<file path="config.mk">
export PLATFORM = sky130hd
export DESIGN_NAME = vr_front
export DESIGN_NICKNAME = d
export VERILOG_FILES = /design/src/rtl/vertex_axis_rotation_assert.svh /design/src/rtl/vr_pkg.sv /design/src/rtl/vr_front.sv
export SDC_FILE = /design/constraint.sdc
export NUM_CORES = 1
export LEC_CHECK = 0
export BUFFER_PORTS_ARGS = -buffer_cell sky130_fd_sc_hd__buf_2
export CAP_MARGIN = 20
export CORE_MARGIN = 2
export CORE_UTILIZATION = 25
export DETAILED_ROUTE_END_ITERATION = 8
export SKIP_CTS_REPAIR_TIMING = 1
export SLEW_MARGIN = 15
export SYNTH_ARGS = -nofsm -noshare
export SYNTH_HDL_FRONTEND = slang
export SYNTH_SLANG_ARGS = --single-unit
</file>
<file path="constraint.sdc">
create_clock -name clk -period 0.8 [get_ports clk]
set_input_delay 0.12 -clock clk [delete_from_list [all_inputs] [get_ports clk]]
set_output_delay 0.12 -clock clk [all_outputs]
set_load 0.02 [all_outputs]
</file>
<file path="src/rtl/vertex_axis_rotation_assert.svh">
// Assertion macros shared by the vertex rotation block.
`ifndef VERTEX_AXIS_ROTATION_ASSERT_SVH
`define VERTEX_AXIS_ROTATION_ASSERT_SVH

// Same-cycle implication, sampled on the rising clock edge outside reset.
`define VR_ASSERT_IMPLY(label, ante, cons) \
    label: assert property (@(posedge clk) disable iff (!rst_n) (ante) |-> (cons)) \
        else $error("vertex rotation assertion failed");

// Next-cycle implication, sampled on the rising clock edge outside reset.
`define VR_ASSERT_NEXT(label, ante, cons) \
    label: assert property (@(posedge clk) disable iff (!rst_n) (ante) |=> (cons)) \
        else $error("vertex rotation assertion failed");

`endif

</file>
<file path="src/rtl/vr_pkg.sv">
// Package with types, constants and the CORDIC angle table of the vertex rotation block.
`timescale 1ns / 1ps

package vr_pkg;

    localparam int CORDIC_ITERS = 20;
    localparam int DW = 32;     // coordinate width
    localparam int AW = 18;     // configured angle width
    localparam int RW = 19;     // reduced angle width
    localparam int CW = 33;     // CORDIC x and y width, Q30
    localparam int ZW = 26;     // CORDIC residual angle width, degrees in Q16

    localparam logic signed [CW-1:0] CORDIC_GAIN_Q30 = 33'sd652032874;
    localparam logic signed [RW-1:0] FULL_TURN       = 19'sd92160;
    localparam logic signed [RW-1:0] HALF_TURN       = 19'sd46080;
    localparam logic signed [RW-1:0] QUARTER_TURN    = 19'sd23040;

    // atan(2^-i) in degrees, Q16.
    localparam logic signed [ZW-1:0] ATAN_Q16 [CORDIC_ITERS] = '{
        26'sd2949120, 26'sd1740967, 26'sd919879, 26'sd466945, 26'sd234379,
        26'sd117305,  26'sd58666,   26'sd29335,  26'sd14668,  26'sd7334,
        26'sd3667,    26'sd1833,    26'sd917,    26'sd458,    26'sd229,
        26'sd115,     26'sd57,      26'sd29,     26'sd14,     26'sd7
    };

    typedef enum logic [1:0] {
        AXIS_X,
        AXIS_Y,
        AXIS_Z,
        AXIS_NONE
    } vr_axis_t;

    typedef enum logic {
        REG_AXIS,
        REG_ANGLE
    } vr_reg_index_t;

    typedef struct packed {
        logic signed [DW-1:0] in_x;
        logic signed [DW-1:0] in_y;
        logic signed [DW-1:0] in_z;
    } vr_in_t;

    typedef struct packed {
        logic signed [DW-1:0] out_x;
        logic signed [DW-1:0] out_y;
        logic signed [DW-1:0] out_z;
    } vr_out_t;

    // What one CORDIC cell hands to the next.
    typedef struct packed {
        logic                 valid;
        logic signed [CW-1:0] x;
        logic signed [CW-1:0] y;
        logic signed [ZW-1:0] z;
        logic                 neg;
        vr_axis_t             axis;
        vr_in_t               vertex;
    } vr_cell_t;

endpackage

</file>
<file path="src/rtl/vr_front.sv">
// Entry stage: reduces the angle to a quarter turn and seeds the CORDIC chain.
`timescale 1ns / 1ps

module vr_front (
    input  logic                              clk,
    input  logic                              rst_n,
    input  logic                              accept,
    input  vr_pkg::vr_in_t                    vertex,
    input  vr_pkg::vr_axis_t                  axis,
    input  logic signed [vr_pkg::AW-1:0]      angle,
    output vr_pkg::vr_cell_t                  cell_out
);
    import vr_pkg::*;

    logic             valid_reg;
    vr_cell_t         data_reg;
    vr_cell_t         data_next;
    logic signed [RW-1:0] ang_ext;
    logic signed [RW-1:0] ang_half;
    logic signed [RW-1:0] ang_quarter;
    logic             neg;

    always_comb
    begin
        ang_ext = RW'(angle);
        // Bring the angle into [-180, 180) degrees.
        if (ang_ext >= HALF_TURN)
        begin
            ang_half = ang_ext - FULL_TURN;
        end
        else if (ang_ext < -HALF_TURN)
        begin
            ang_half = ang_ext + FULL_TURN;
        end
        else
        begin
            ang_half = ang_ext;
        end
        // Fold beyond a quarter turn and negate the sine and cosine later.
        if (ang_half > QUARTER_TURN)
        begin
            ang_quarter = ang_half - HALF_TURN;
            neg         = 1'b1;
        end
        else if (ang_half < -QUARTER_TURN)
        begin
            ang_quarter = ang_half + HALF_TURN;
            neg         = 1'b1;
        end
        else
        begin
            ang_quarter = ang_half;
            neg         = 1'b0;
        end
        data_next.valid  = accept;
        data_next.x      = CORDIC_GAIN_Q30;
        data_next.y      = '0;
        data_next.z      = {ZW'(ang_quarter) << 8};
        data_next.neg    = neg;
        data_next.axis   = axis;
        data_next.vertex = vertex;
    end

    always_ff @(posedge clk or negedge rst_n)
    begin
        if (!rst_n)
        begin
            valid_reg <= 1'b0;
        end
        else
        begin
            valid_reg <= accept;
        end
    end

    always_ff @(posedge clk)
    begin
        data_reg <= data_next;
    end

    always_comb
    begin
        cell_out       = data_reg;
        cell_out.valid = valid_reg;
    end

endmodule

</file>
==> impl.org, run 1 <==
** Pwr
- For this design the total switching power over the nets is between 4 and 5 mW.
- Register share of total power :: 0.369
- Of the total power, the clock network draws 0.414.
- The internal power of the cells totals ~13 mW.
- Across the VDD grid, the largest voltage drop is about 1.7 mV.
- Leakage power :: between 3 and 4 nW
- Of the total power, the share spent switching nets is 0.277.
- Portion of total power attributed to combinational logic :: 0.217
- Dividing total power by cell area gives a power density of 2240 mW/mm2.

** Die
- After floorplanning, the core was divided into 45 placement rows.
- Boundary pin count :: around 310
- The die is between 100 and 150 um wide.
- Starting density of the core :: 0.255
- After floorplanning, the core was sized to cover between 0.015 and 0.02 mm2.
- Overall die area :: roughly 0.017 mm2
- In this run the vertical extent of the chip is 129 um.

** Timing
- The count of final max-slew check failures is 0.
- Final Cycle Share :: 2.43
- Worst Slack Setup Final :: -1140 ps
- Setup repair after global routing could not meet its margin everywhere.
- Counting I/O delays and the setup requirement, the final critical path takes between 1500 and 2000 ps.
- Endpoints failing setup :: 127
- Max Fclk :: between 500 and 600 MHz
- The count of final hold-check violations came to 0.
- Final worst hold slack :: between 50 and 60 ps

** Setup path
- STA classifies the critical path startpoint as an input pin.
- Along the worst path, the maximum fanout reaches 6.
- The critical path starts at angle[11].
- On the critical path, the stage with the largest delay is an instance of or4b_4.
- STA classifies the critical path endpoint as a flop.
- STA puts the critical path data required time at between 1000 and 1500 ps.
- The critical path crosses 10 cells after its start point.
- Cells along the critical path :: buf_6 -> buf_4 -> ha_1 -> o31a_1 -> nand3_1 -> or4b_4 -> o211ai_4 -> o21ai_4 -> or2_1 -> a222oi_1
- The worst setup path is of the in -> reg kind.
- Endpoint arrival time on the critical path :: 2230 ps
- In this design, the largest share of critical-path delay is due to simple AND/OR/NAND/NOR gates.
- Together, buffers and inverters on the worst path number 2.
- For this run, the slowest stage of the critical path takes roughly 530 ps.

** Flow run
- Across the run, the number of max-cap violations was 0.

** Global routing
- Across every metal layer, demand over resource in global routing totals 0.128.
- Number of antenna violations at the first check in global routing :: 3
- Total global routing overflow :: 0
- Entering global routing, the biggest net connects 17 pins.
- The first global-routing pass estimated 15700 um of wire.
- The number of global-route vias before repair is 2942.

** Synth
- Of all cell types, the one taking the most synthesized area is dfxtp_1.
- Proportion of synthesized chip area in sequential cells :: 0.611
- The compound-cell area share of the yosys netlist is 0.111.
- Avg Inst Size Synth :: approximately 12 um2
- In this run, synthesis inferred 0 flip-flops with an integrated enable.
- The share of synthesized area in the top cell type comes to 0.604.
- Number of library cell types mapped by synthesis :: 60
- Among all flip-flop cells after synthesis, the most frequent one is dfxtp_1.
- Post-synthesis async set-or-reset flop share :: 0.00847
- In this run the cell area of the synthesized design comes to between 0.003 and 0.004 mm2.
- After synthesis, the share of cell area in mux cells is 0.00646.
- Synthesis inferred between 100 and 150 register bits.
- Of the total synthesized cell area, the portion taken by AND, OR, NAND and NOR gates is 0.0668.
- Of the total synthesized cell area, the portion taken by XOR and XNOR cells is 0.0184.
- After technology mapping, the gate count stands at approximately 320.
- Most area-consuming cells after synthesis :: dfxtp_1 60%, buf_4 15%, ha_1 1.3%, xnor2_1 1.1%, nand2_1 1.1%
- Adder-cell area share of the yosys netlist :: 0.0129
- By area, the combinational part of the netlist is dominated by buffers and inverters.
- For this run, the number of Yosys warnings is 0.

** Route
- Antenna viol nets, final :: 0
- Via total after detailed routing :: about 3900
- For this block, the initial DRC count from the detailed router was between 150 and 200.
- After detailed routing, the number of vias per cell comes to around 4.2.
- Detail-routed net length per standard cell :: approximately 17 um
- Drt drc :: 0
- The routed design has ~16000 um of wire.
- Drt first pass iters :: 4

** CTS
- The clock passes through at most 2 buffers.
- H-tree levels :: 4
- Clock tree from TritonCTS :: yes
- The tree built by TritonCTS fans out to 118 sinks.
- Buffers inserted during clock tree synthesis total 17.
- The tree is rooted in a clkbuf_16.
- Clk pin slew, worst setup/hold paths :: 70 ps

** Outcome
- Failing checks :: setup timing
- Run status :: finished with violations

** Placed design
- At the end of routability-driven placement, the weighted congestion stood at between 0.7 and 0.8.
- Final HPWL from detailed placement :: 9100 um
- During placement, the flow inserted port buffers numbering 236.

** Cells and area
- After the last flow step, the layout net total stands at roughly 860.
- The area growth from synthesis to layout is 108%.
- Number of flip-flops in the largest register :: roughly 120
- Post-route core utilization :: 0.530
- Layout cell share with drive strength beyond 1 :: 0.632
- Commonest non-fill, non-tap cells in the layout :: 120 x buf_6, 116 x dfxtp_2, 116 x buf_2, 110 x dlygate4sd3_1, 74 x conb_1
- Leaving out fill and tap cells, the most frequent cell in the layout is buf_6.

** Worst hold path
- Worst min-delay path category :: in -> async
==> logic make-up after synthesis <==
group                      count (synthesis)
DFF                                      118
other                                      2
xor gates and xnor gates                   6
AOI/OAI and AO/OA                         52
and+or+nand+nor                           46
muxes                                      2
buffers and inverters                     94
adders and majority gates                  4
==> worst paths after layout <==
path / end / slack [ps]
setup / recovery: cell_out[124] / -1140
hold / removal: valid_reg / 60
max in group asynchronous: valid_reg / 640
min in group clk: cell_out[118] / 290
==> metrics by stage <==
step | cells | cell area, um2 | setup TNS (ps) | total power, mW | setup WS (ps)
floorplan | 396 | 4180 | -11740 | 8.42 | -1390
global placement | 789 | 5370 | -13860 | 9.28 | -1580
detailed placement | 789 | 5370 | -14230 | 9.30 | -1620
CTS | 821 | 5950 | -33510 | 16.5 | -1190
global route | 937 | 8050 | -32400 | 18.6 | -1230
finish | 937 | 8050 | -28390 | 18.0 | -1140
==> per-layer routing <==
metal,vias up,GRT usage,part of all wire
met5,-,0,0.00099
met4,2,0.0550,0.032
met3,42,0.0457,0.084
met2,252,0.249,0.55
met1,1845,0.119,0.33
li1,1771,-,-
==> Yosys cell counts (4+ instances only) <==
library cell,count
o211ai_1,4
buf_2,5
buf_4,77
inv_1,10
nor3_1,4
dfxtp_1,117
a21oi_1,8
xnor2_1,5
nor2_1,11
nand2_1,11
o21ai_0,4
ha_1,4
==> cell type report <==
cell class              count  area, um2
inverters                  10       43.8
clock inverters            12        128
clock buffers              20        447
well taps                 188        235
flip-flops and latches    118       2510
repair buffers            402       3470
multi-input cells         185       1220
fillers                  1232       7150
diodes                      2       5.00
==> power by group through the flow <==
stage,Sequential [mW],Combinational [mW],Clock [mW]
CTS,6.43,2.76,7.36
floorplan,7.09,1.33,0
detailed placement,6.55,2.75,0
global placement,6.54,2.74,0
finish,6.65,3.91,7.45
global route,6.68,4.12,7.83
No activity file was read; power rests on OpenSTA's default activity.
==> run 2: changes to the inputs <==
--- a/config.mk
+++ b/config.mk
@@ -7,9 +7,11 @@
 export LEC_CHECK = 0
 export BUFFER_PORTS_ARGS = -buffer_cell sky130_fd_sc_hd__buf_2
 export CAP_MARGIN = 20
+export CORE_ASPECT_RATIO = 1.5
 export CORE_MARGIN = 2
 export CORE_UTILIZATION = 25
 export DETAILED_ROUTE_END_ITERATION = 8
+export HOLD_SLACK_MARGIN = 0.08
 export SKIP_CTS_REPAIR_TIMING = 1
 export SLEW_MARGIN = 15
 export SYNTH_ARGS = -nofsm -noshare
==> impl.org, run 2 (synthesis results as in run 1) <==
** Pwr
- The ratio of total power to cell area was 2200 mW/mm2 (was 2240 mW/mm2).
- The leakage power total is 3.74 nW (was 3.77 nW).
- The sequential fraction of design power is 0.375 (was 0.369).
- The switching share of power came to 0.293 (was 0.277).
- Final Total Pwr :: 17.7 mW (was 18.0 mW)
- Portion of total power attributed to combinational logic :: 0.228 (was 0.217)
- Worst IR Drop VDD :: 1.48 mV (was 1.65 mV)
- Internal cell power :: 12.5 mW (was 13.0 mW)
- Clock group share of total power :: 0.396 (was 0.414)
- Power spent charging and discharging nets :: 5.18 mW (was 4.98 mW)

** Route
- Drt drc :: 0 (unchanged)
- The antenna violation net count after detailed routing is 0 (unchanged).
- Detail-routed net length per standard cell :: 17.9 um (was 17.2 um)
- The final wirelength came to 16900 um (was 16100 um).
- The routed via count divided by cell count is 4.14 (was 4.18).
- Via total after detailed routing :: 3908 (was 3912)
- The initial DRC count is 195 (was 175).
- Drt first pass iters :: 5 (was 4)

** Setup path
- Cells along the critical path: buf_6 -> buf_4 -> ha_1 -> nor2b_2 -> a22oi_1 -> o31ai_1 -> mux2_4 -> a211o_1 -> a21oi_1 -> o21ai_0 -> a222oi_1 (was buf_6 -> buf_4 -> ha_1 -> o31a_1 -> nand3_1 -> or4b_4 -> o211ai_4 -> o21ai_4 -> or2_1 -> a222oi_1).
- Element type at the critical path end :: flop (unchanged)
- The type of the setup path with the least slack is in -> reg (unchanged).
- Endpoint arrival time on the critical path :: 2260 ps (was 2230 ps)
- Crit path max-delay family :: compound AO/OA/AOI/OAI gates (was simple AND/OR/NAND/NOR gates)
- The worst path buffer plus inverter count came to 2 (unchanged).
- The total stage count of the critical path is 11 (was 10).
- The critical-path cell with the highest stage delay is mux2_4 (was or4b_4).
- The startpoint kind of the worst setup timing path is an input pin (unchanged).
- The endpoint required time on the critical path was 1090 ps (was 1080 ps).
- Largest incremental delay on the critical path :: 360 ps (was 530 ps)
- The critical-path maximum fanout is 7 (was 6).

** Timing
- Number of pins exceeding their max-slew limit in the final report :: 0 (unchanged)
- The count of final hold-check violations is 0 (unchanged).
- Worst Slack Setup Final :: -1170 ps (was -1140 ps)
- Final Cycle Share :: 2.46 (was 2.43)
- Endpoints failing setup :: 127 (unchanged)
- The final critical-path required period was 1970 ps (was 1940 ps).
- Setup repair after global routing missed its margin :: true (unchanged)
- Final worst hold slack :: 330 ps (was 55.3 ps)
- Max Fclk :: 507 MHz (was 515 MHz)

** CTS
- Clk pin slew, worst setup/hold paths :: 60 ps (was 70 ps)
- The total number of clock tree sinks was 118 (unchanged).
- The TritonCTS clock tree is yes (unchanged).
- The number of CTS-inserted buffers is 17 (unchanged).
- The buffer levels on the longest clock path is 2 (unchanged).
- The deepest level of the CTS H-tree came to 4 (unchanged).
- Buffer type at the clock tree root :: clkbuf_16 (unchanged)

** Cells and area
- The flip-flop count of the largest register, all copies and words added is 117 (unchanged).
- Commonest non-fill, non-tap cells in the layout :: 123 x buf_6, 116 x dfxtp_2, 115 x buf_2, 111 x dlygate4sd3_1, 74 x conb_1 (was 120 x buf_6, 116 x dfxtp_2, 116 x buf_2, 110 x dlygate4sd3_1, 74 x conb_1)
- NumNets Final :: 849 (was 857)
- Area added between synthesis and finish :: 108% (about the same)
- The leading cell type in the layout, fill and taps excluded was buf_6 (unchanged).
- The fraction of final layout cells with drive strength greater than 1 is 0.625 (was 0.632).

** Global routing
- The pin count of the biggest net entering global routing came to 17 (unchanged).
- The number of global-route vias before repair was 3042 (was 2942).
- GR Util All Layers :: 0.147 (was 0.128)
- Number of antenna violations at the first check in global routing :: 6 (was 3)
- The first-pass GRT wire length was 17500 um (was 15700 um).
- The total grt overflow was 0 (unchanged).

** Die
- Overall die area :: 0.0165 mm2 (about the same)
- The number of rows in the core area was 55 (was 45).
- Die Span X :: 106 um (was 129 um)
- The top-level port count came to 311 (unchanged).
- The die outline height is 156 um (was 129 um).
- Starting density of the core :: 0.256 (was 0.255)
- The total core area came to 0.0151 mm2 (was 0.0152 mm2).

** Worst hold path
- The worst hold path begins at angle[10].
- The worst hold path passes through 4 cells.
- For hold timing, the worst endpoint is cell_out[118].
- Worst min-delay path category :: in -> reg (was in -> async)

** Outcome
- Run status :: finished with violations (unchanged)
- Failing checks :: setup timing (unchanged)

** Placed design
- Gpl congestion :: 0.827 (was 0.797)
- Port buffer count :: 236 (unchanged)
- Final HPWL from detailed placement :: 10900 um (was 9100 um)
- Pre-CTS WS :: -1620 ps (about the same)

** Flow run
- Number of maximum-capacitance constraint violations :: 0 (unchanged)
## run 2: metal layers
metal | vias to the layer above | wire length (um) | GRT usage
met3 | 52 | 1660 | 0.0654
met5 | - | 11 | 0
met1 | 1791 | 5620 | 0.140
li1 | 1768 | - | -
met2 | 295 | 8830 | 0.275
met4 | 2 | 787 | 0.0545
## run 2: area by class of cell
type	instances	area (um2)
sequential	118	2510
antenna	6	15.0
timing repair buffer	394	3430
tap	199	249
clock buffer	18	439
multi-input combinational	185	1240
fill	1158	7090
inverter	10	46.3
clock inverter	14	115
## run 2: metrics by stage
| stage | util | cells | instance area (um2) | TNS [ps] |
|---|---|---|---|---|
| floorplan | - | 396 | 4180 | -11740 |
| global placement | 0.351 | 789 | 5320 | -13770 |
| detailed placement | 0.351 | 789 | 5320 | -14230 |
| CTS | 0.388 | 821 | 5870 | -34170 |
| global route | 0.532 | 942 | 8050 | -32520 |
| finish | 0.532 | 944 | 8050 | -28710 |
## run 2: worst max path at each step
stage	start	end	slack [ps]
after global routing	angle[11]	cell_out[124]	-1250
final	angle[11]	cell_out[124]	-1170
after floorplan	angle[11]	cell_out[124]	-1390
after CTS	angle[12]	cell_out[118]	-1200
after detailed placement	angle[12]	cell_out[118]	-1620
after global placement	angle[11]	cell_out[120]	-1570
## run 2: power by group through the flow
stage	logic [mW]	registers (mW)	clock network, mW
after detailed placement	2.82	6.54	0
after CTS	2.83	6.41	7.03
after floorplan	1.33	7.09	0
after global routing	4.25	6.67	7.41
final	4.04	6.64	7.02
after global placement	2.83	6.52	0
