## src/rtl/vertex_axis_rotation_assert.svh

```systemverilog
// Assertion macros shared by the vertex rotation block.
`ifndef VERTEX_AXIS_ROTATION_ASSERT_SVH
`define VERTEX_AXIS_ROTATION_ASSERT_SVH

// Same-cycle implication, sampled on the rising clock edge outside reset.
`define VR_ASSERT_IMPLY(label, ante, cons) \
    label: assert property (@(posedge clk) disable iff (!rst_n) (ante) |-> (cons)) \
        else $error("vertex rotation assertion failed");

// Next-cycle implication, sampled on the rising clock edge outside reset.
`define VR_ASSERT_NEXT(label, ante, cons) \
    label: assert property (@(posedge clk) disable iff (!rst_n) (ante) |=> (cons)) \
        else $error("vertex rotation assertion failed");

`endif

```

## src/rtl/vr_pkg.sv

```systemverilog
// Package with types, constants and the CORDIC angle table of the vertex rotation block.
`timescale 1ns / 1ps

package vr_pkg;

    localparam int CORDIC_ITERS = 20;
    localparam int DW = 32;     // coordinate width
    localparam int AW = 18;     // configured angle width
    localparam int RW = 19;     // reduced angle width
    localparam int CW = 33;     // CORDIC x and y width, Q30
    localparam int ZW = 26;     // CORDIC residual angle width, degrees in Q16

    localparam logic signed [CW-1:0] CORDIC_GAIN_Q30 = 33'sd652032874;
    localparam logic signed [RW-1:0] FULL_TURN       = 19'sd92160;
    localparam logic signed [RW-1:0] HALF_TURN       = 19'sd46080;
    localparam logic signed [RW-1:0] QUARTER_TURN    = 19'sd23040;

    // atan(2^-i) in degrees, Q16.
    localparam logic signed [ZW-1:0] ATAN_Q16 [CORDIC_ITERS] = '{
        26'sd2949120, 26'sd1740967, 26'sd919879, 26'sd466945, 26'sd234379,
        26'sd117305,  26'sd58666,   26'sd29335,  26'sd14668,  26'sd7334,
        26'sd3667,    26'sd1833,    26'sd917,    26'sd458,    26'sd229,
        26'sd115,     26'sd57,      26'sd29,     26'sd14,     26'sd7
    };

    typedef enum logic [1:0] {
        AXIS_X,
        AXIS_Y,
        AXIS_Z,
        AXIS_NONE
    } vr_axis_t;

    typedef enum logic {
        REG_AXIS,
        REG_ANGLE
    } vr_reg_index_t;

    typedef struct packed {
        logic signed [DW-1:0] in_x;
        logic signed [DW-1:0] in_y;
        logic signed [DW-1:0] in_z;
    } vr_in_t;

    typedef struct packed {
        logic signed [DW-1:0] out_x;
        logic signed [DW-1:0] out_y;
        logic signed [DW-1:0] out_z;
    } vr_out_t;

    // What one CORDIC cell hands to the next.
    typedef struct packed {
        logic                 valid;
        logic signed [CW-1:0] x;
        logic signed [CW-1:0] y;
        logic signed [ZW-1:0] z;
        logic                 neg;
        vr_axis_t             axis;
        vr_in_t               vertex;
    } vr_cell_t;

endpackage

```

## src/rtl/vr_cordic_cell.sv

```systemverilog
// One CORDIC rotation cell: a single micro-rotation, registered toward the next cell.
`timescale 1ns / 1ps

module vr_cordic_cell #(
    parameter int STAGE = 0
) (
    input  logic             clk,
    input  logic             rst_n,
    input  vr_pkg::vr_cell_t cell_in,
    output vr_pkg::vr_cell_t cell_out
);
    import vr_pkg::*;

    logic                 valid_reg;
    vr_cell_t             data_reg;
    vr_cell_t             data_next;
    logic signed [CW-1:0] dx;
    logic signed [CW-1:0] dy;

    always_comb
    begin
        dx        = cell_in.y >>> STAGE;
        dy        = cell_in.x >>> STAGE;
        data_next = cell_in;
        if (cell_in.z >= 0)
        begin
            data_next.x = cell_in.x - dx;
            data_next.y = cell_in.y + dy;
            data_next.z = cell_in.z - ATAN_Q16[STAGE];
        end
        else
        begin
            data_next.x = cell_in.x + dx;
            data_next.y = cell_in.y - dy;
            data_next.z = cell_in.z + ATAN_Q16[STAGE];
        end
    end

    always_ff @(posedge clk or negedge rst_n)
    begin
        if (!rst_n)
        begin
            valid_reg <= 1'b0;
        end
        else
        begin
            valid_reg <= cell_in.valid;
        end
    end

    always_ff @(posedge clk)
    begin
        data_reg <= data_next;
    end

    always_comb
    begin
        cell_out       = data_reg;
        cell_out.valid = valid_reg;
    end

endmodule

```

## config.mk

```make
export PLATFORM = sky130hd
export DESIGN_NAME = vr_cordic_cell
export DESIGN_NICKNAME = d
export VERILOG_FILES = /design/src/rtl/vertex_axis_rotation_assert.svh /design/src/rtl/vr_pkg.sv /design/src/rtl/vr_cordic_cell.sv
export SDC_FILE = /design/constraint.sdc
export NUM_CORES = 1
export LEC_CHECK = 0
export ABC_CLOCK_PERIOD_IN_PS = 800
export BUFFER_PORTS_ARGS = -buffer_cell sky130_fd_sc_hd__buf_2
export CAP_MARGIN = 40
export CORE_AREA = 2 2 226 117
export DETAILED_ROUTE_END_ITERATION = 7
export DIE_AREA = 0 0 228 119
export HOLD_SLACK_MARGIN = 0.12
export PLACE_DENSITY = 0.65
export SLEW_MARGIN = 20
export SYNTH_ARGS = -nofsm -noshare
export SYNTH_HDL_FRONTEND = slang
export SYNTH_SLANG_ARGS = --single-unit
```

## constraint.sdc

```tcl
create_clock -name clk -period 0.8 [get_ports clk]
set_input_delay 0.04 -clock clk [delete_from_list [all_inputs] [get_ports clk]]
set_output_delay 0.04 -clock clk [all_outputs]
set_load 0.01 [all_outputs]
```

==> impl_results.md, run 1 <==
- Status: finished, violations left
- Violated checks: negative setup slack
- Vias per inst: 5.41
- Total power: 35.7 mW
- Area added between synthesis and finish: 106%
- Hold Worst Slack: 0.0587 ns
- Hold depth: 5
- # nets final: 2313
- Placer Congestion: 1.01
- Yosys top cell area share: 38.5%
- # clock sinks: 191
- CTS tree: done
- Detail Placement HPWL: 35.5 mm
- Commonest non-fill, non-tap cell in the layout: buf_4
- XOR/XNOR Fraction of Synth Area: 6.20%
- Complex-gate fraction of the synthesized area: 21.9%
- Worst Path Required: 1.19 ns
- Largest net degree at the start of global routing: 25
- # setup viols final: 265
- Syn Inst Count: 1102
- Placeable Area: 25500 µm²
- Peak VDD IR: 1.58 mV
- Measured slew at the worst slew-check pin: 0.583 ns
- Min-delay src: cell_in[123]
- Flops & latches, synth: 191
- Final hold violations: 0
- Final worst slack: -1.47 ns
- Chip height: 119 µm
- Worst hold path class: input port to flop
- Initial antenna violation count: 3
- WL final: 54.6 mm
- Max FFs per register: 190
- # port buffers: 385
- Post-Syn Nets: 1405
- Average size of a mapped cell: 8.97 µm²
- Setup CP Type: input port to flop
- Vias in the first global route: 12100
- PwrDens: 1750 nW/µm²
- Die W: 228 µm
- Initial core utilization: 38.7%
- Ordered cell list for the critical path: buf_8, inv_6, ha_4, nor4b_4, nand4_1, o21ai_4, buf_6, ha_4, a21o_1, a21oi_2, o21bai_1, a21oi_2, o21bai_1, a21oi_2, o21bai_2, a21oi_2, xnor2_1
- Fin. max-slew vios: 0
- Cell accounting for the most synthesized area: dfxtp_1
- Finished Cell Area: 20400 µm²
- RSZ-0062 raised after global routing: true
- Endpoint, Worst Hold: cell_out[123]
- Adder-Cell Fraction of Synth Area: 14.1%
- Slew margin rel.: 61.1%
- Wire per inst: 23.0 µm
- Final Util: 79.8%
- I/O pin total: 386
- Worst path arrival time: 2.67 ns
- Post-DRT Antenna Nets: 0
- Clock root buffer master: clkbuf_16
- Cell variety after synth: 73
- Crit. End Element: flop
- Number of synthesized flops with an enable pin: 0
- Initial drt markers: 1458
- Htree depth: 4
- Seq/Total Area, Yosys: 38.7%
- CTS buffer count: 17
- P_leak: 9.60 nW
- Most used cell, CP: a21oi_2
- Final period util: 284%
- Commonest non-fill, non-tap cells in the layout: buf_4 (382), buf_2 (237), buf_6 (171), dlygate4sd3_1 (123), dfxtp_2 (114)
- Total track usage: 35.0%
- DP Area: 15300 µm²
- Layout cell share with drive strength beyond 1: 60.5%
- Max Cap Viol: 0
- Post-synth top flop: dfxtp_1
- Post-synthesis mux area share: 1.11%
- Synth area leaders: dfxtp_1 (38%), ha_1 (13%), a21oi_1 (5.7%)
- Std cell rows: 42
- Slowest CP cell: nand4_1
- Largest family of logic cells by synthesized area: compound AO/OA/AOI/OAI gates
- Total die area: 27100 µm²
- Top achievable clock speed: 0.440 GHz
- CTS Buffer Depth: 2
- Async S/R FF share, synth: 0.524%
- Simple-gate share of the synthesized area: 11.8%
- Total congestion overflow: 0
- Reg clk slew, reported paths: 0.09 ns
- Largest stage delay, worst path: 0.24 ns
- Crit start category: input port
- Via count: 12900
- Global-route wire length before repair: 72.4 mm
- TritonRoute pass-1 iters: 6
- Synthesized cell area: 9890 µm²
- Max FO, Critical Path: 2
- DRC Markers: 0
- Synth warnings: 0
- Min Clock Period, post-route: 2.27 ns
## metrics by stage
step	setup WS (ns)	instances	setup TNS (ns)
floorplan	-1.69	1102	-76.98
global placement	-1.88	2151	-109.11
detailed placement	-1.96	2151	-111.11
CTS	-1.33	2327	-98.27
global route	-1.57	2376	-114.86
finish	-1.47	2377	-107.81
## power by group
part,switching (mW),internal [mW]
clock,5.16,4.48
combinational,7.10,7.42
sequential,0.676,10.9
total,12.9,22.8
## critical path: cells and delay by family
kind,cells,cell delay (ns)
AO/OA/AOI/OAI,9,1.40
adder cells (fa/ha/maj),2,0.32
XOR/XNOR,1,0.12
buffers and inverters,3,0.30
AND/OR/NAND/NOR,2,0.47
## worst max path at each step
| stage | slack (ns) | to | startpoint | cells past startpoint |
|---|---|---|---|---|
| floorplan | -1.69 | cell_out[124] | cell_in[124] | 17 |
| global placement | -1.88 | cell_out[124] | cell_in[114] | 14 |
| detailed placement | -1.96 | cell_out[124] | cell_in[124] | 16 |
| CTS | -1.33 | cell_out[124] | cell_in[123] | 17 |
| global route | -1.57 | cell_out[123] | cell_in[105] | 15 |
| finish | -1.47 | cell_out[124] | cell_in[123] | 17 |
## per-layer routing
layer,GRT usage (%),up-vias,wire (µm)
li1,-,5652,-
met1,46.7,6163,22300
met2,51.0,882,23500
met3,14.9,150,6850
met4,10.8,4,1960
met5,0,-,27
## cells in the mapped netlist, drive strengths merged (13+ instances only)
| cell type | count |
|---|---|
| a211oi | 14 |
| a21o | 30 |
| a21oi | 115 |
| buf | 21 |
| clkbuf | 25 |
| dfxtp | 190 |
| ha | 105 |
| inv | 107 |
| nand2 | 50 |
| nand2b | 16 |
| nand4 | 16 |
| nor2 | 70 |
| nor3 | 19 |
| o21ai | 64 |
| o21bai | 21 |
| xnor2 | 57 |
| xor2 | 13 |
## cell type report
type,count,area (µm²)
well taps,352,440
diodes,2,5.00
repair buffers,935,7610
flip-flops and latches,191,4010
inverters,110,493
clock buffers,17,425
clock inverters,15,226
multi-input cells,755,7170
fillers,1514,5160
## cells by family (layout without fill, tap and decap cells)
kind of cell | Yosys count | in the layout
compound gates | 333 | 333
simple gates | 232 | 232
flops | 191 | 191
buf+inv | 156 | 1077
fa+ha+maj | 109 | 109
xor+xnor | 70 | 70
mux | 11 | 11
other cells | 0 | 2
## repair_timing
action                                  CTS  global route
hold endpoints to repair                130            11
cloned                                    2             2
buffers inserted                         34            47
pin swaps                               115           140
endpoints found under the setup margin  265           265
resized for setup                       342           297
hold buffers                            117             6
Power figures use the tool's default switching activity.
==> run 2: changes to the inputs <==
==> constraint.sdc (replaced) <==
create_clock -name clk -period 0.8 [get_ports clk]
set_input_delay 0.16 -clock clk [delete_from_list [all_inputs] [get_ports clk]]
set_output_delay 0.16 -clock clk [all_outputs]
set_load 0.01 [all_outputs]
==> impl_results.md, run 2 (same netlist as run 1, synthesis figures left out) <==
- Final period util: 309%
- Max Cap Viol: 0
- Peak VDD IR: 1.59 mV
- Total die area: 27100 µm²
- Layout cell share with drive strength beyond 1: 61.7%
- Crit start category: input port
- Placer Congestion: 1.00
- Htree depth: 4
- Final hold violations: 0
- Max FFs per register: 190
- Worst Path Required: 1.15 ns
- Total power: 35.9 mW
- CTS tree: done
- Max FO, Critical Path: 4
- Worst hold path class: input port to flop
- # nets final: 2316
- Clock root buffer master: clkbuf_16
- Setup CP Type: input port to flop
- Finished Cell Area: 20600 µm²
- P_leak: 9.69 nW
- Hold Worst Slack: 0.111 ns
- # setup viols final: 265
- Placed Cells: 2159
- Placeable Area: 25500 µm²
- Reg clk slew, reported paths: 0.09 ns
- Min Clock Period, post-route: 2.48 ns
- Vias per inst: 5.46
- Global-route wire length before repair: 73.6 mm
- Status: finished, violations left
- Total congestion overflow: 0
- Worst path arrival time: 2.82 ns
- # clock sinks: 191
- Detail Placement HPWL: 35.4 mm
- Total track usage: 35.7%
- Violated checks: negative setup slack
- Chip height: 119 µm
- WL final: 56.1 mm
- Std cell rows: 42
- Die W: 228 µm
- Initial antenna violation count: 3
- Largest net degree at the start of global routing: 31
- Slew margin rel.: 52.0%
- I/O pin total: 386
- Fin cells: 2379
- Via count: 13000
- Top achievable clock speed: 0.404 GHz
- Crit. End Element: flop
- DP Area: 15300 µm²
- Measured slew at the worst slew-check pin: 0.720 ns
- Commonest non-fill, non-tap cell in the layout: buf_4
- Wire per inst: 23.6 µm
- Final Util: 80.6%
- Area added between synthesis and finish: 108%
- Initial core utilization: 38.7%
- CTS buffer count: 17
- RSZ-0062 raised after global routing: true
- DRC Markers: 0
- Final worst slack: -1.68 ns
- CTS Buffer Depth: 2
- Fin. max-slew vios: 0
- Post-DRT Antenna Nets: 0
- Hold_buf cts: 119
- Initial drt markers: 1649
- Vias in the first global route: 12200
- PwrDens: 1740 nW/µm²
- TritonRoute pass-1 iters: 7
- Commonest non-fill, non-tap cells in the layout: buf_4 (374), buf_2 (224), buf_6 (192), dfxtp_2 (123), dlygate4sd3_1 (118)
- # port buffers: 385
-- run 2: worst paths after layout --
check,start,slack (ns),cells past startpoint,end
worst min-delay path,cell_in[125],0.11,4,cell_out[125]
min in group asynchronous,rst_n,0.56,3,valid_reg
worst max-delay path,cell_in[114],-1.68,15,cell_out[123]
max in group asynchronous,rst_n,0.12,3,valid_reg
-- run 2: area by class of cell --
cell class                 count  area [µm²]
multi-input combinational    755        7150
fill                        1440        4950
clock buffer                  17         425
tap                          352         440
sequential                   191        4010
antenna                        1        2.50
clock inverter                15         224
timing repair buffer         938        7850
inverter                     110         498
-- run 2: what timing repair did --
item                                    in CTS  in global routing
pin swaps                                  120                129
gates resized for setup                    375                322
buffers inserted                            40                 37
gates cloned                                 2                  4
endpoints found under the setup margin     265                266
hold endpoints to repair                   119                  1
-- run 2: stage by stage --
stage	setup TNS, ns	setup WS (ns)
finish	-141.15	-1.68
global route	-150.06	-1.81
CTS	-130.76	-1.42
detailed placement	-120.10	-2.02
global placement	-120.49	-2.08
floorplan	-85.67	-1.81
-- run 2: per-layer routing --
metal	track usage (%)	wire length [µm]	vias up
li1	-	-	5652
met1	48.7	22500	6194
met2	51.7	24100	962
met3	14.2	7360	191
met4	9.97	2090	0
met5	0	0	-
-- run 2: worst max-delay path: stages --
cell and delay [ns]:
buf_2 0.12, nor4_2 0.42, nand3_1 0.26, o21ai_4 0.29, buf_6 0.16, inv_8 0.04, fa_2 0.36, inv_2 0.07
a21oi_2 0.05, o21bai_1 0.20, a21oi_1 0.11, o21bai_1 0.20, a21o_1 0.15, a21oi_2 0.06, xor2_1 0.15
-- run 2: report_power, final --
| part | total [mW] | switching (mW) | internal [mW] | leakage [nW] |
|---|---|---|---|---|
| sequential | 11.6 | 0.702 | 10.9 | 1.62 |
| combinational | 14.8 | 7.18 | 7.62 | 7.76 |
| clock | 9.49 | 5.03 | 4.46 | 0.313 |
| total | 35.9 | 12.9 | 23.0 | 9.69 |
==> run 3: changes to the inputs <==
- BUFFER_PORTS_ARGS: -buffer_cell sky130_fd_sc_hd__buf_2 -> unset
- DONT_BUFFER_PORTS: unset -> 1
- HOLD_SLACK_MARGIN: 0.12 -> unset
- PLACE_DENSITY: 0.65 -> 0.52
- SKIP_CTS_REPAIR_TIMING: unset -> 1
==> impl_results.md, run 3 (same netlist as run 1, synthesis figures left out) <==
- Max Cap Viol: 0
- Final Util: 64.5%
- Initial core utilization: 38.7%
- Violated checks: negative setup slack
- Wire per inst: 22.8 µm
- # port buffers: 0
- CTS tree: done
- Finished Cell Area: 16500 µm²
- Total power: 30.9 mW
- Total track usage: 27.0%
- Worst path arrival time: 2.51 ns
- Final hold violations: 0
- Max FFs per register: 190
- Final worst slack: -1.38 ns
- Post-DRT Antenna Nets: 0
- ANT cells: 0
- Placer Congestion: 0.954
- Crit start category: input port
- Htree depth: 4
- Layout cell share with drive strength beyond 1: 49.7%
- Hold Worst Slack: 0.00285 ns
- Fin. max-slew vios: 0
- Global-route wire length before repair: 54.7 mm
- Area added between synthesis and finish: 66.6%
- Final period util: 272%
- DRC Markers: 0
- Slew margin rel.: 62.9%
- Std cell rows: 42
- Initial antenna violation count: 0
- Fin cells: 1894
- Endpoint, Worst Hold: cell_out[159]
- Crit. End Element: flop
- Status: finished, violations left
- Max FO, Critical Path: 3
- Vias in the first global route: 8563
- Commonest non-fill, non-tap cell in the layout: buf_4
- Die W: 228 µm
- DP Area: 12800 µm²
- PwrDens: 1870 nW/µm²
- Worst hold path class: input port to flop
- P_leak: 7.15 nW
- Vias per inst: 5.31
- Placeable Area: 25500 µm²
- TritonRoute pass-1 iters: 5
- Min-delay src: cell_in[126]
- # setup viols final: 265
- Measured slew at the worst slew-check pin: 0.551 ns
- Total congestion overflow: 0
- Placed Cells: 1701
- Chip height: 119 µm
- Setup CP Type: input port to flop
- WL final: 43.2 mm
- Reg clk slew, reported paths: 0.08 ns
- Largest net degree at the start of global routing: 54
- # nets final: 1832
- Total die area: 27100 µm²
- Clock root buffer master: clkbuf_16
- Peak VDD IR: 1.56 mV
- Worst Path Required: 1.14 ns
- CTS buffer count: 17
- Commonest non-fill, non-tap cells in the layout: buf_4 (288), dfxtp_2 (177), dlygate4sd3_1 (121), inv_1 (85)
- I/O pin total: 386
- Setup tns final: -104.96 ns
- Via count: 10100
- # clock sinks: 191
- RSZ-0062 raised after global routing: true
- CTS Buffer Depth: 2
- Top achievable clock speed: 0.459 GHz
- Detail Placement HPWL: 31.2 mm
- Worst slack, placed: -1.95 ns
- Min Clock Period, post-route: 2.18 ns
- Hold depth: 2
- Initial drt markers: 961
==> run 3: how the worst max path moves through the flow <==
stage                 startpoint       endpoint  slack, ns  cells past startpoint
floorplan           cell_in[124]  cell_out[124]      -1.81                     17
global placement    cell_in[158]  cell_out[190]      -1.91                     12
detailed placement  cell_in[135]  cell_out[190]      -1.95                     11
CTS                 cell_in[158]  cell_out[190]      -1.48                     12
global route        cell_in[107]  cell_out[124]      -1.49                     14
finish              cell_in[125]  cell_out[145]      -1.38                     11
==> run 3: critical path, stage by stage <==
cell and delay (ns):
ha_4 0.15, fa_2 0.35, nor2b_4 0.15, o311a_4 0.34, o21ai_4 0.21, a211oi_4 0.11
or2_1 0.26, a21oi_2 0.21, o211ai_1 0.12, a31oi_1 0.24, xnor2_1 0.21
==> run 3: area by class of cell <==
class | count | area [µm²]
fill | 2100 | 9070
multi-input combinational | 755 | 6740
sequential | 191 | 4100
timing repair buffer | 454 | 4070
inverter | 110 | 513
tap | 352 | 440
clock buffer | 17 | 425
clock inverter | 15 | 184
==> run 3: power breakdown <==
part,switching (mW),internal [mW],total (mW)
clock network,4.60,4.27,8.87
registers,1.30,11.0,12.3
logic,4.84,4.82,9.66
total,10.7,20.1,30.9
==> run 3: metal layers <==
layer  GRT usage, %  up-vias  part of all wire [%]
met3           10.6       37                    12
li1               -     4689                     -
met5              0        -                     0
met4           5.07        0                   1.4
met1           42.6     4779                    47
met2           33.1      559                    40
